<file path="config.mk">
export PLATFORM = sky130hd
export DESIGN_NAME = line_edit_gap_buffer
export DESIGN_NICKNAME = d
export VERILOG_FILES = /design/src/legb_pkg.sv /design/src/line_edit_gap_buffer.sv /design/src/legb_front.sv /design/src/legb_queue.sv /design/src/legb_back.sv
export VERILOG_INCLUDE_DIRS = /design/src /design/src/src
export SDC_FILE = /design/constraint.sdc
export NUM_CORES = 1
export LEC_CHECK = 0
export BUFFER_PORTS_ARGS = -buffer_cell sky130_fd_sc_hd__buf_2
export CORE_UTILIZATION = 55
export DETAILED_ROUTE_END_ITERATION = 16
export PLACE_DENSITY = 0.71
export SYNTH_ARGS = -nofsm -noshare
export SYNTH_HDL_FRONTEND = slang
export SYNTH_HIERARCHICAL = 1
export SYNTH_SLANG_ARGS = --single-unit
</file>
<file path="constraint.sdc">
create_clock -name clk -period 6.5 [get_ports clk]
set_clock_uncertainty 0.15 [all_clocks]
set_input_delay 1.3 -clock clk [delete_from_list [all_inputs] [get_ports clk]]
set_output_delay 1.3 -clock clk [all_outputs]
set_load 0.005 [all_outputs]
</file>
<file path="src/line_edit_gap_buffer_assert.svh">
// ----------------------------------------------------------------------------
// Assertion macros for the line editor
// Concurrent checks that compile away when SYNTHESIS is defined.
// ----------------------------------------------------------------------------
`ifndef LINE_EDIT_GAP_BUFFER_ASSERT_SVH
`define LINE_EDIT_GAP_BUFFER_ASSERT_SVH
`ifndef SYNTHESIS
// Property must hold at every clock edge outside reset.
`define LEGB_ASSERT(lbl, clk, rst, prop) \
  lbl: assert property (@(posedge clk) disable iff (rst) prop) \
    else $error("line editor assertion failed");
// Condition must never be seen outside reset.
`define LEGB_NEVER(lbl, clk, rst, cond) \
  lbl: assert property (@(posedge clk) disable iff (rst) !(cond)) \
    else $error("line editor forbidden condition");
`else
`define LEGB_ASSERT(lbl, clk, rst, prop)
`define LEGB_NEVER(lbl, clk, rst, cond)
`endif
`endif

</file>
<file path="src/legb_pkg.sv">
// ----------------------------------------------------------------------------
// Line editor package
// Payload structs, event and character codes, internal command format.
// ----------------------------------------------------------------------------
package legb_pkg;

  // Input event and output character payloads
  typedef struct packed {
    logic [1:0] mode;
    logic [7:0] char_code;
  } key_t;

  typedef struct packed {
    logic [7:0] line_char;
    logic       last_char;
  } line_t;

  // Event kinds
  localparam logic [1:0] EV_CHAR   = 2'd0;
  localparam logic [1:0] EV_DELETE = 2'd1;
  localparam logic [1:0] EV_LEFT   = 2'd2;
  localparam logic [1:0] EV_RIGHT  = 2'd3;

  // Control characters
  localparam logic [7:0] CH_RETURN    = 8'd13;
  localparam logic [7:0] CH_ESCAPE    = 8'd27;
  localparam logic [7:0] CH_BACKSPACE = 8'd8;

  // Back-end operation codes
  localparam logic [2:0] OP_INSERT = 3'd0;
  localparam logic [2:0] OP_BKSP   = 3'd1;
  localparam logic [2:0] OP_DELETE = 3'd2;
  localparam logic [2:0] OP_LEFT   = 3'd3;
  localparam logic [2:0] OP_RIGHT  = 3'd4;
  localparam logic [2:0] OP_EMIT   = 3'd5;

  typedef struct packed {
    logic [2:0] op;
    logic [7:0] ch;
  } cmd_t;

  // Front to queue write port
  typedef struct packed {
    logic push;
    cmd_t cmd;
  } push_t;

  // Command queue between front and back
  localparam int QDEPTH = 2;
  localparam int QPTR_W = $clog2(QDEPTH);

endpackage

</file>
<file path="src/line_edit_gap_buffer.sv">
// ----------------------------------------------------------------------------
// One-line text editor, gap buffer
// Key events in, emitted line characters out.
// ----------------------------------------------------------------------------
// Key channel (key_valid / key_stall / key): one transfer per event, mode
// selects character, delete, left or right. A character transfer with
// carriage return emits the line; escape is dropped at the front end.
// Line channel (line_valid / line_stall / line): one transfer per emitted
// character, left to right, last_char set on the final one. An empty line
// emits nothing.
// Events pass through a two-entry command queue, so the key side keeps
// taking events while the back end works or the line side stalls.
// Edits finish in the back end without a wait state; a cursor move does a
// registered store read, then the write into the other store (ST_MOVE). An
// emit does one store read per cycle into the output register, limited by
// the registered read port; line_stall holds the output register and pauses
// the reads without losing data.
// Reset (rst, synchronous) empties the line and the queue; the stores
// themselves are not cleared, nothing unwritten is ever read.
// ----------------------------------------------------------------------------
`include "line_edit_gap_buffer_assert.svh"

module line_edit_gap_buffer #(
  parameter int LINE_CAP = 64
) (
  input  logic            clk,
  input  logic            rst,
  input  logic            key_valid,
  output logic            key_stall,
  input  legb_pkg::key_t  key,
  output logic            line_valid,
  input  logic            line_stall,
  output legb_pkg::line_t line
);
  import legb_pkg::*;

  push_t wr;
  logic  q_full;
  logic  cmd_valid;
  cmd_t  cmd;
  logic  pop;

  // classify events
  legb_front u_front (
    .key_valid (key_valid),
    .key_stall (key_stall),
    .key       (key),
    .q_full    (q_full),
    .wr        (wr)
  );

  // decouple front and back
  legb_queue u_queue (
    .clk       (clk),
    .rst       (rst),
    .wr        (wr),
    .full      (q_full),
    .cmd_valid (cmd_valid),
    .cmd       (cmd),
    .pop       (pop)
  );

  // gap buffer and emit sequencer
  legb_back #(
    .LINE_CAP (LINE_CAP)
  ) u_back (
    .clk        (clk),
    .rst        (rst),
    .cmd_valid  (cmd_valid),
    .cmd        (cmd),
    .pop        (pop),
    .line_valid (line_valid),
    .line_stall (line_stall),
    .line       (line)
  );

  // a transfer into the queue only happens when it has room
  `LEGB_NEVER(a_push_full, clk, rst, wr.push && q_full)
  // popping needs a queued command
  `LEGB_NEVER(a_pop_empty, clk, rst, pop && !cmd_valid)
  // a stalled output keeps its valid
  `LEGB_ASSERT(a_out_hold, clk, rst, (line_valid && line_stall) |=> line_valid)

endmodule

</file>
<file path="src/legb_front.sv">
// ----------------------------------------------------------------------------
// Line editor front end
// Accepts key events and turns them into back-end commands.
// ----------------------------------------------------------------------------
module legb_front (
  input  logic          key_valid,
  output logic          key_stall,
  input  legb_pkg::key_t key,
  input  logic          q_full,
  output legb_pkg::push_t wr
);
  import legb_pkg::*;

  logic keep;
  logic [2:0] op;

  // Escape is consumed here and never reaches the queue
  always_comb begin
    keep = 1'b1;
    op   = OP_INSERT;
    unique case (key.mode)
      EV_CHAR: begin
        if (key.char_code == CH_RETURN) begin
          op = OP_EMIT;
        end else if (key.char_code == CH_ESCAPE) begin
          keep = 1'b0;
        end else if (key.char_code == CH_BACKSPACE) begin
          op = OP_BKSP;
        end else begin
          op = OP_INSERT;
        end
      end
      EV_DELETE: op = OP_DELETE;
      EV_LEFT:   op = OP_LEFT;
      EV_RIGHT:  op = OP_RIGHT;
      default:   op = OP_INSERT;
    endcase
  end

  assign key_stall  = q_full;
  assign wr.push    = key_valid && !q_full && keep;
  assign wr.cmd.op  = op;
  assign wr.cmd.ch  = key.char_code;

endmodule

</file>
<file path="src/legb_queue.sv">
// ----------------------------------------------------------------------------
// Line editor command queue
// Small FIFO decoupling the front end from the back end.
// ----------------------------------------------------------------------------
module legb_queue (
  input  logic            clk,
  input  logic            rst,
  input  legb_pkg::push_t wr,
  output logic            full,
  output logic            cmd_valid,
  output legb_pkg::cmd_t  cmd,
  input  logic            pop
);
  import legb_pkg::*;

  cmd_t              slots [QDEPTH];
  logic [QPTR_W-1:0] wptr;
  logic [QPTR_W-1:0] rptr;
  logic [QPTR_W:0]   count;

  assign full      = (count == (QPTR_W+1)'(QDEPTH));
  assign cmd_valid = (count != '0);
  assign cmd       = slots[rptr];

  always_ff @(posedge clk) begin
    if (wr.push) begin
      slots[wptr] <= wr.cmd;
    end
  end

  always_ff @(posedge clk) begin
    if (rst) begin
      wptr  <= '0;
      rptr  <= '0;
      count <= '0;
    end else begin
      if (wr.push) begin
        wptr <= (wptr == QPTR_W'(QDEPTH - 1)) ? '0 : wptr + 1'b1;
      end
      if (pop) begin
        rptr <= (rptr == QPTR_W'(QDEPTH - 1)) ? '0 : rptr + 1'b1;
      end
      case ({wr.push, pop})
        2'b10:   count <= count + 1'b1;
        2'b01:   count <= count - 1'b1;
        default: count <= count;
      endcase
    end
  end

endmodule

</file>
<file path="src/legb_back.sv">
// ----------------------------------------------------------------------------
// Line editor back end
// Gap buffer stores, cursor counts and the line emit sequencer.
// ----------------------------------------------------------------------------
`include "line_edit_gap_buffer_assert.svh"

module legb_back #(
  parameter int LINE_CAP = 64
) (
  input  logic            clk,
  input  logic            rst,
  input  logic            cmd_valid,
  input  legb_pkg::cmd_t  cmd,
  output logic            pop,
  output logic            line_valid,
  input  logic            line_stall,
  output legb_pkg::line_t line
);
  import legb_pkg::*;

  localparam int CNT_W = $clog2(LINE_CAP + 1);
  localparam int IDX_W = $clog2(LINE_CAP);

  localparam logic [1:0] ST_IDLE = 2'd0;
  localparam logic [1:0] ST_EMIT = 2'd1;
  localparam logic [1:0] ST_MOVE = 2'd2;

  logic [7:0] left_mem  [LINE_CAP];
  logic [7:0] right_mem [LINE_CAP];
  logic [7:0] left_rdata;
  logic [7:0] right_rdata;

  logic [1:0]       state, state_next;
  logic [CNT_W-1:0] lc, lc_next;
  logic [CNT_W-1:0] rc, rc_next;
  logic [CNT_W-1:0] k, k_next;
  logic [CNT_W-1:0] total, total_next;
  logic             move_left, move_left_next;
  logic             rd_pend;
  logic             pend_sel, pend_sel_next;
  logic             pend_last, pend_last_next;
  logic             issue;
  logic             load_out;

  logic             left_we, left_re, right_we, right_re;
  logic [IDX_W-1:0] left_wa, left_ra, right_wa, right_ra;
  logic [7:0]       left_wd, right_wd;
  logic [CNT_W-1:0] sum;
  logic [CNT_W-1:0] rev_idx;

  assign sum      = lc + rc;
  assign rev_idx  = total - CNT_W'(1) - k;
  assign load_out = rd_pend && (!line_valid || !line_stall);

  always_comb begin
    pop            = 1'b0;
    issue          = 1'b0;
    state_next     = state;
    lc_next        = lc;
    rc_next        = rc;
    k_next         = k;
    total_next     = total;
    move_left_next = move_left;
    pend_sel_next  = pend_sel;
    pend_last_next = pend_last;
    left_we        = 1'b0;
    left_wa        = lc[IDX_W-1:0];
    left_wd        = cmd.ch;
    left_re        = 1'b0;
    left_ra        = k[IDX_W-1:0];
    right_we       = 1'b0;
    right_wa       = rc[IDX_W-1:0];
    right_wd       = left_rdata;
    right_re       = 1'b0;
    right_ra       = rev_idx[IDX_W-1:0];
    unique case (state)
      ST_IDLE: begin
        // wait for the last emit read to drain so read data stays intact
        if (cmd_valid && !rd_pend) begin
          pop = 1'b1;
          unique case (cmd.op)
            OP_INSERT: begin
              if (sum < CNT_W'(LINE_CAP)) begin
                left_we = 1'b1;
                lc_next = lc + 1'b1;
              end
            end
            OP_BKSP: begin
              if (lc != '0) lc_next = lc - 1'b1;
            end
            OP_DELETE: begin
              if (rc != '0) rc_next = rc - 1'b1;
            end
            OP_LEFT: begin
              if (lc != '0) begin
                left_re        = 1'b1;
                left_ra        = IDX_W'(lc - 1'b1);
                lc_next        = lc - 1'b1;
                move_left_next = 1'b1;
                state_next     = ST_MOVE;
              end
            end
            OP_RIGHT: begin
              if (rc != '0) begin
                right_re       = 1'b1;
                right_ra       = IDX_W'(rc - 1'b1);
                rc_next        = rc - 1'b1;
                move_left_next = 1'b0;
                state_next     = ST_MOVE;
              end
            end
            OP_EMIT: begin
              if (sum != '0) begin
                k_next     = '0;
                total_next = sum;
                state_next = ST_EMIT;
              end
            end
            default: pop = 1'b1;
          endcase
        end
      end
      ST_EMIT: begin
        if (!rd_pend || load_out) begin
          issue          = 1'b1;
          pend_sel_next  = !(k < lc);
          pend_last_next = (k == total - CNT_W'(1));
          if (k < lc) begin
            left_re = 1'b1;
          end else begin
            right_re = 1'b1;
          end
          k_next = k + 1'b1;
          if (k == total - CNT_W'(1)) state_next = ST_IDLE;
        end
      end
      ST_MOVE: begin
        // second half of a cursor move: write the character read last cycle
        if (move_left) begin
          right_we = 1'b1;
          right_wd = left_rdata;
          rc_next  = rc + 1'b1;
        end else begin
          left_we = 1'b1;
          left_wd = right_rdata;
          lc_next = lc + 1'b1;
        end
        state_next = ST_IDLE;
      end
      default: state_next = ST_IDLE;
    endcase
  end

  // Stores: one write and one registered read per cycle each
  always_ff @(posedge clk) begin
    if (left_we) left_mem[left_wa] <= left_wd;
    if (left_re) left_rdata <= left_mem[left_ra];
  end

  always_ff @(posedge clk) begin
    if (right_we) right_mem[right_wa] <= right_wd;
    if (right_re) right_rdata <= right_mem[right_ra];
  end

  always_ff @(posedge clk) begin
    k         <= k_next;
    total     <= total_next;
    move_left <= move_left_next;
    pend_sel  <= pend_sel_next;
    pend_last <= pend_last_next;
    if (load_out) begin
      line.line_char <= pend_sel ? right_rdata : left_rdata;
      line.last_char <= pend_last;
    end
  end

  always_ff @(posedge clk) begin
    if (rst) begin
      state      <= ST_IDLE;
      lc         <= '0;
      rc         <= '0;
      rd_pend    <= 1'b0;
      line_valid <= 1'b0;
    end else begin
      state      <= state_next;
      lc         <= lc_next;
      rc         <= rc_next;
      rd_pend    <= issue || (rd_pend && !load_out);
      line_valid <= load_out || (line_valid && line_stall);
    end
  end

  `LEGB_ASSERT(a_cap, clk, rst,
    (({1'b0, lc} + {1'b0, rc}) <= (CNT_W+1)'(LINE_CAP)))
  `LEGB_NEVER(a_pop_pend, clk, rst, pop && rd_pend)
  `LEGB_NEVER(a_read_clobber, clk, rst, issue && rd_pend && !load_out)
  `LEGB_ASSERT(a_move_one, clk, rst, (state == ST_MOVE) |=> (state == ST_IDLE))

endmodule
</file>
==> impl.org, run 1 <==
** Clock tree
- Buffers inserted during clock tree synthesis total 108.
- The tree is rooted in a clkbuf_16.
- In this run, post-CTS hold repair placed 0 buffers.
- TritonCTS built the clock tree.
- Clock-pin slew was measured on the worst setup and hold paths at 0.06 ns.
- Maximum clock path buffer count :: 3
- Clock latency on the worst-skew pair, taken at its later pin, is 0.69 ns.
- The H-tree generated during clock tree synthesis spans 3 levels.
- The tree built by TritonCTS fans out to 1111 sinks.
- Gates resized during post-CTS repair numbered 0.
- Post-CTS timing repair inserted 0 buffers for setup.

** Layout
- Leaving out fill and tap cells, the most frequent cell in the layout is edfxtp_1.
- After routing the design area is 50000 um^2.
- Of the cells placed in the final design, the portion with a size suffix greater than 1 is 0.0884.
- Antenna cell count :: 0
- Measured on the finished design, the core utilization comes to 0.610.
- Compared with the post-synthesis result, the final layout area differs by 9.96%.
- Commonest cells after routing, fill and taps aside :: edfxtp_1, nand2_1, a21oi_1
- Total number of nets in the final design :: 3439
- Final std cells w/o fill :: 4555

** GRT
- Entering global routing, the biggest net connects 198 pins.
- The number of global-route vias before repair was 28.1k.
- Global-route wire length before repair :: 173 mm
- The initial antenna violation count was 0.
- For this run, the total global-route usage over all layers was measured as 0.276.
- Total grt overflow :: 0

** Route
- Top sig layer :: met4
- Wires add up to 116 mm.
- DR vias/cell :: 6.39
- DR vias :: 29.1k
- The first detailed-routing pass ran for 6 iterations.
- Metal-1 WL :: 44.5 mm
- Met3 layer wire length in the routed design :: 9.94 mm
- For this run, design rule violations remaining after detail routing come to 0.
- After the first detailed-routing iteration, the DRC count stood at 3701.
- DR WL met2 :: 55.8 mm
- Routed Antenna Nets :: 0
- Wirelength per Cell :: 25.4 um

** Run status
- Outcome :: completed

** Setup path
- Total stage count of the critical path :: 11
- Crit end category :: flop
- Worst setup path endpoint :: u_back/right_rdata[1]
- Largest driver fanout on the critical path :: 38
- In this run the critical register-to-register path is captured at u_back/right_rdata[1].
- STA classifies the critical path startpoint as a flop.
- Critical path start-end classification :: flop to flop
- Largest stage delay, worst path :: 0.97 ns
- The number of cells on the worst reg-to-reg path is 11.
- Register-to-register setup slack :: 0.74 ns
- Library cell appearing most often on the critical path :: buf_4
- The critical path goes through mux2_2 > nor3b_1 > o211ai_2 > a21boi_4 > buf_4 > buf_4 > nand2_1 > a22oi_1 > o32ai_1 > nor4_1 > o221a_1.
- Data on the critical path is required at its endpoint by 6.90 ns.
- Count of buffer and inverter cells on the critical path :: 2
- At the worst endpoint, the arrival time is 6.16 ns.
- CP max stage cell :: nor4_1
- The kind of cell with the highest combined delay along the critical path is compound AO/OA/AOI/OAI gates.

** Logic synthesis
- Area share of xor/xnor cells in the synthesized design :: 0.00751
- Yosys warns :: 6
- Counting flops with an async set or reset pin after synthesis yields a share of 0.
- Of the total synthesized cell area, the portion taken by AND, OR, NAND and NOR gates is 0.113.
- Of the synthesized area, sequential elements account for 0.728.
- The compound-cell area share of the yosys netlist came to 0.0963.
- Main combinational cell family by area after synthesis :: simple AND/OR/NAND/NOR gates
- EDFF count, synth :: 1088
- Adder-Cell Fraction of Synth Area :: 0.00858
- After synthesis, the netlist uses 72 different library cells.
- Number of instances in the synthesized netlist :: 3409
- Counting flops and latches in the post-synthesis netlist gives 1111.
- Summing every instance area after synthesis gives 45500 um^2.
- Net count after synthesis :: 3453
- Mean instance size in the synthesized netlist :: 13.3 um^2
- Among all flip-flop cells after synthesis, the most frequent one is edfxtp_1.
- Of the post-synthesis cell area, the part taken by muxes is 0.0218.

** Timing
- RSZ-0062 raised after global routing :: no
- The worst path needs 5.76 ns of the cycle, external delays included.
- Total negative setup slack :: 0 ns
- Post-route fraction of the period consumed by the critical path :: 0.886
- The hold violation count in the final report is 0.
- On the final layout, the worst hold slack is 0.355 ns.
- After layout, the worst setup slack is 0.742 ns.
- Setup violations remaining at the end of the flow were counted as 0.
- Highest attainable clock frequency :: 0.174 GHz
- The max-slew violation total from the final report is 0.
- Headroom to the max-slew limit came out at 0.122.
- Worst-margin pin slew :: 1.31 ns

** Place
- Instance area after placement :: 46600 um^2
- At the placement stage, the worst setup path has a slack of 0.941 ns.
- Post-detail-place hpwl :: 69.7 mm
- Placed instance count :: 4354
- Last weighted congestion value of the routability-driven placer :: 0.933
- Number of buffers added on ports :: 24

** Pwr
- Of the total power, the clock network draws 0.328.
- The analysis attributes to net switching a power of 5.54 mW.
- Share of total power in sequential cells :: 0.460
- In this run the static leakage power is 16.5 nW.
- VDD IR max :: 0.305 mV
- Overall power consumption :: 18.3 mW
- Internal power summed over all cells :: 12.8 mW
- For this design the ratio of total power to cell area is 366 nW/um^2.
- The share of total power dissipated in combinational logic is 0.211.
- Of the total power, the share spent switching nets is 0.302.

** Die
- After floorplanning, the core was sized to cover 82000 um^2.
- In this run the vertical extent of the chip is 290 um.
- The die covers 83900 um^2.
- The floorplan has 105 rows.
- Pin placement for this block handled 25 I/O pins.
- The initial utilization of the core area, before any placement, comes to 0.555.
- The die is 290 um wide.

** Worst hold path
- Type of the tightest min-delay check :: flop to flop

** Job
- Number of maximum-capacitance constraint violations :: 0
## registers in the layout, indices dropped and copies added, names as in the netlist, 2 cells and up, named ones only
signal,cells
u_back/k,7
u_back/lc,7
u_back/left_mem,512
u_back/left_rdata,8
u_back/line,9
u_back/rc,7
u_back/right_mem,512
u_back/right_rdata,8
u_back/state,2
u_back/total,7
u_queue/count,2
u_queue/slots,22
## area by class of cell
type	count	area, um^2
clock inverter	71	577
fill	6137	32000
sequential	1111	33100
tap	1070	1340
timing repair buffer	86	646
multi-input combinational	2053	11400
clock buffer	129	2820
inverter	35	136
## power groups by stage
stage	registers, mW	logic [mW]	clock network, mW
floorplan	8.51	2.54	0
global placement	8.58	3.71	0
detailed placement	8.58	3.79	0
CTS	8.43	3.81	6.08
global route	8.44	4.11	6.33
finish	8.44	3.87	6.02
## how the worst min path moves through the flow
| stage | end | cells past startpoint | start |
|---|---|---|---|
| detailed placement | u_back/line[0] | 0 | u_back/pend_last |
| finish | u_back/line[0] | 0 | u_back/pend_last |
| global route | u_back/line[0] | 0 | u_back/pend_last |
| floorplan | u_back/line[0] | 0 | u_back/pend_last |
| global placement | u_queue/count[1] | 2 | u_queue/count[1] |
| CTS | u_back/line[0] | 0 | u_back/pend_last |
## layer usage
layer / vias to the layer above / global-route usage
met3: 286 / 0.0342
li1: 12800 / -
met4: 0 / 0.130
met2: 1638 / 0.449
met5: - / 0
met1: 14400 / 0.373
## Yosys cell counts, drive strengths merged, types with 25 or more instances
| library cell | number | share of area |
|---|---|---|
| a22oi | 84 | 0.014 |
| clkbuf | 106 | 0.0087 |
| a21o | 27 | 0.0045 |
| o22ai | 31 | 0.0043 |
| xnor2 | 29 | 0.0056 |
| nor2 | 187 | 0.015 |
| nand4 | 38 | 0.0052 |
| a31oi | 40 | 0.0055 |
| a32oi | 28 | 0.0054 |
| edfxtp | 1088 | 0.72 |
| mux2i | 59 | 0.013 |
| inv | 34 | 0.0028 |
| nor4 | 28 | 0.0039 |
| mux2 | 34 | 0.0084 |
| ha | 28 | 0.0077 |
| o32ai | 25 | 0.0048 |
| a21oi | 336 | 0.037 |
| nand2 | 721 | 0.059 |
| nand3 | 144 | 0.016 |
| buf | 104 | 0.013 |
## cell families (layout without fill, tap and decap cells)
family	after synthesis	after routing
and+or+nand+nor	1204	1204
DFF	1111	1111
AOI/OAI and AO/OA	687	687
buffers and inverters	245	321
muxes	93	93
xor gates and xnor gates	39	39
adders and majority gates	30	30
Note: power is estimated with default switching activity, not from simulation.
==> run 2: changes to the inputs <==
--- a/config.mk
+++ b/config.mk
@@ -9,7 +9,9 @@
 export BUFFER_PORTS_ARGS = -buffer_cell sky130_fd_sc_hd__buf_2
 export CORE_UTILIZATION = 55
 export DETAILED_ROUTE_END_ITERATION = 16
+export GPL_ROUTABILITY_DRIVEN = 0
 export PLACE_DENSITY = 0.71
+export SLEW_MARGIN = 10
 export SYNTH_ARGS = -nofsm -noshare
 export SYNTH_HDL_FRONTEND = slang
 export SYNTH_HIERARCHICAL = 1
==> constraint.sdc (replaced) <==
create_clock -name clk -period 6.29 [get_ports clk]
set_clock_uncertainty 0.15 [all_clocks]
set_input_delay 1.258 -clock clk [delete_from_list [all_inputs] [get_ports clk]]
set_output_delay 1.258 -clock clk [all_outputs]
set_load 0.005 [all_outputs]
==> impl.org, run 2 (same netlist as run 1, synthesis figures left out) <==
** Clock tree
- The clock passes through at most 3 buffers.
- Once the clock tree was built, the resizer swapped 0 gates to a different size.
- Buffers inserted by post-CTS timing repair :: 0
- Clock sink total :: 1111
- The root buffer cell chosen for the clock tree is clkbuf_16.
- TritonCTS built the clock tree.
- For this design, the CTS-stage hold fixing added 0 buffers.
- Clk pin slew, worst setup/hold paths :: 0.06 ns
- Clk Latency, worst-skew pair :: 0.69 ns
- Total CTS buffers :: 107
- Number of H-tree levels :: 3

** GRT
- Entering global routing, the biggest net connects 198 pins.
- Number of global-route vias before repair :: 28.2k
- Global-route total usage across every layer :: 0.275
- Number of antenna violations at the first check in global routing :: 0
- Total grt overflow :: 0
- The first global-routing pass estimated 172 mm of wire.

** Layout
- In the final layout, the share of cells above drive strength 1 is 0.0840.
- Leading registers by flop count :: u_back/left_mem (512), u_back/right_mem (512), u_queue/slots (22)
- Most common library cell in the layout ignoring fill and taps :: edfxtp_1
- Area Growth Syn to Fin :: 10.1%
- After routing the design area is 50100 um^2.
- After the last flow step, the layout net total stands at 3429.
- Commonest cells after routing, fill and taps aside :: edfxtp_1, nand2_1, a21oi_1
- The layout has 6044 filler cells.

** Setup path
- Required time of the critical path :: 6.58 ns
- Critical path start-end classification :: flop to flop
- The signal on the critical path passes through mux2_2 > nor2b_1 > o2111ai_4 > mux2i_4 > buf_12 > mux2i_1 > o22ai_1 > nor4_1 > a22oi_1 > and3_1.
- On the worst path, the slowest cell contributes a delay of 0.80 ns.
- Kind of launch point of the worst setup path :: flop
- The worst setup path is captured at a flop.
- STA puts the critical path data arrival time at 5.64 ns.
- Largest driver fanout on the critical path :: 63
- CP max stage cell :: mux2i_4
- For flop-to-flop paths, the worst setup slack is 0.94 ns.

** Timing
- After layout, the minimum clock period comes to 5.35 ns.
- Post-route fraction of the period consumed by the critical path :: 0.850
- The hold violation count in the final report came to 0.
- Highest attainable clock frequency :: 0.187 GHz
- For the pin with the worst max-slew slack, the measured transition is 1.19 ns.
- After routing, the total negative slack on setup checks comes to 0 ns.
- Headroom to the max-slew limit :: 0.210
- Max-slew violation total from the final report :: 0
- RSZ-0062 raised after global routing :: no
- Setup-violating endpoint count in the final report :: 0
- Post-route setup slack :: 0.941 ns

** Job
- Number of maximum-capacitance constraint violations :: 0

** Place
- The count of buffers added on input and output ports is 24.
- Pre-CTS worst setup slack :: 1.12 ns
- Summing all placed instances gives a cell area of 46600 um^2.
- After legalization and detailed placement, the total HPWL measured 69.0 mm.

** Die
- Total die area :: 83900 um^2
- Initial standard-cell utilization of the core :: 0.555
- Measured along the y axis, the die boundary spans 290 um.
- FP Rows :: 105
- The floorplan step defined a core boundary enclosing 82000 um^2.
- For this design the top-level I/O count stands at 25.
- The die is 290 um wide.

** Pwr
- Cell area power density :: 381 nW/um^2
- VDD IR max :: 0.269 mV
- The analysis attributes to cell leakage a power of 16.5 nW.

** Run status
- Outcome :: completed

** Worst hold path
- In this run the most critical hold path is launched from u_back/pend_last.
- Type of the tightest min-delay check :: flop to flop

** Route
- Total wire length :: 115 mm
- DR iter-0 viols :: 3550
- In the routed design, unresolved DRC markers number 0.
- Dividing the detail-routed via count by the number of cells gives 6.37.
- DR vias :: 28.9k
- In the final routed layout, each cell accounts on average for 25.3 um.
- Router iterations before antenna repair :: 6
- The count of nets left with antenna violations once routing finished came out at 0.
## run 2: where the power goes
part | internal (mW) | switching (mW) | total, mW
sequential | 8.58 | 0.139 | 8.72
clock | 3.64 | 2.72 | 6.36
combinational | 1.17 | 2.84 | 4.00
total | 13.4 | 5.70 | 19.1
## run 2: final cells by class
class | count | area [um^2] | area share
Sequential cell | 1111 | 33100 | 0.661
Multi-Input combinational cell | 2053 | 11400 | 0.227
Clock buffer | 131 | 2820 | 0.0563
Tap cell | 1070 | 1340 | 0.0267
Clock inverter | 68 | 681 | 0.0136
Timing Repair Buffer | 77 | 606 | 0.0121
Inverter | 35 | 136 | 0.00272
Antenna cell | 1 | 2.50 | 0.0000500
## run 2: worst max-delay path: cells and delay by family (launching register included)
family | cells | cell delay [ns]
AO/OA/AOI/OAI | 3 | 0.92
flip-flops | 1 | 0.66
AND/OR/NAND/NOR | 3 | 1.38
buffers and inverters | 1 | 0.36
multiplexers | 3 | 1.53
## run 2: through the flow
step                      hold slack [ns]  cells  power [mW]   util
after global routing                0.308   4545        19.7  0.611
after global placement              0.317   4346        12.7  0.568
after detailed placement            0.284   4346        12.8  0.568
after floorplan                     0.250   3409        11.4      -
final                               0.297   4546        19.1  0.611
after CTS                           0.296   4545        19.1  0.611
## run 2: path summary, 6_finish.rpt
check                           cells past startpoint              endpoint
worst max-delay path                               10  u_back/left_rdata[1]
worst min-delay path                                0        u_back/line[0]
worst max register to register                     10  u_back/left_rdata[1]
worst min register to register                      0        u_back/line[0]
## run 2: routing by layer
layer  global-route usage  part of all wire  vias to the layer above
li1                     -                 -                    12700
met1                0.365              0.38                    14400
met2                0.451              0.49                     1570
met3               0.0469             0.088                      298
met4                0.118             0.045                        0
met5                    0                 0                        -
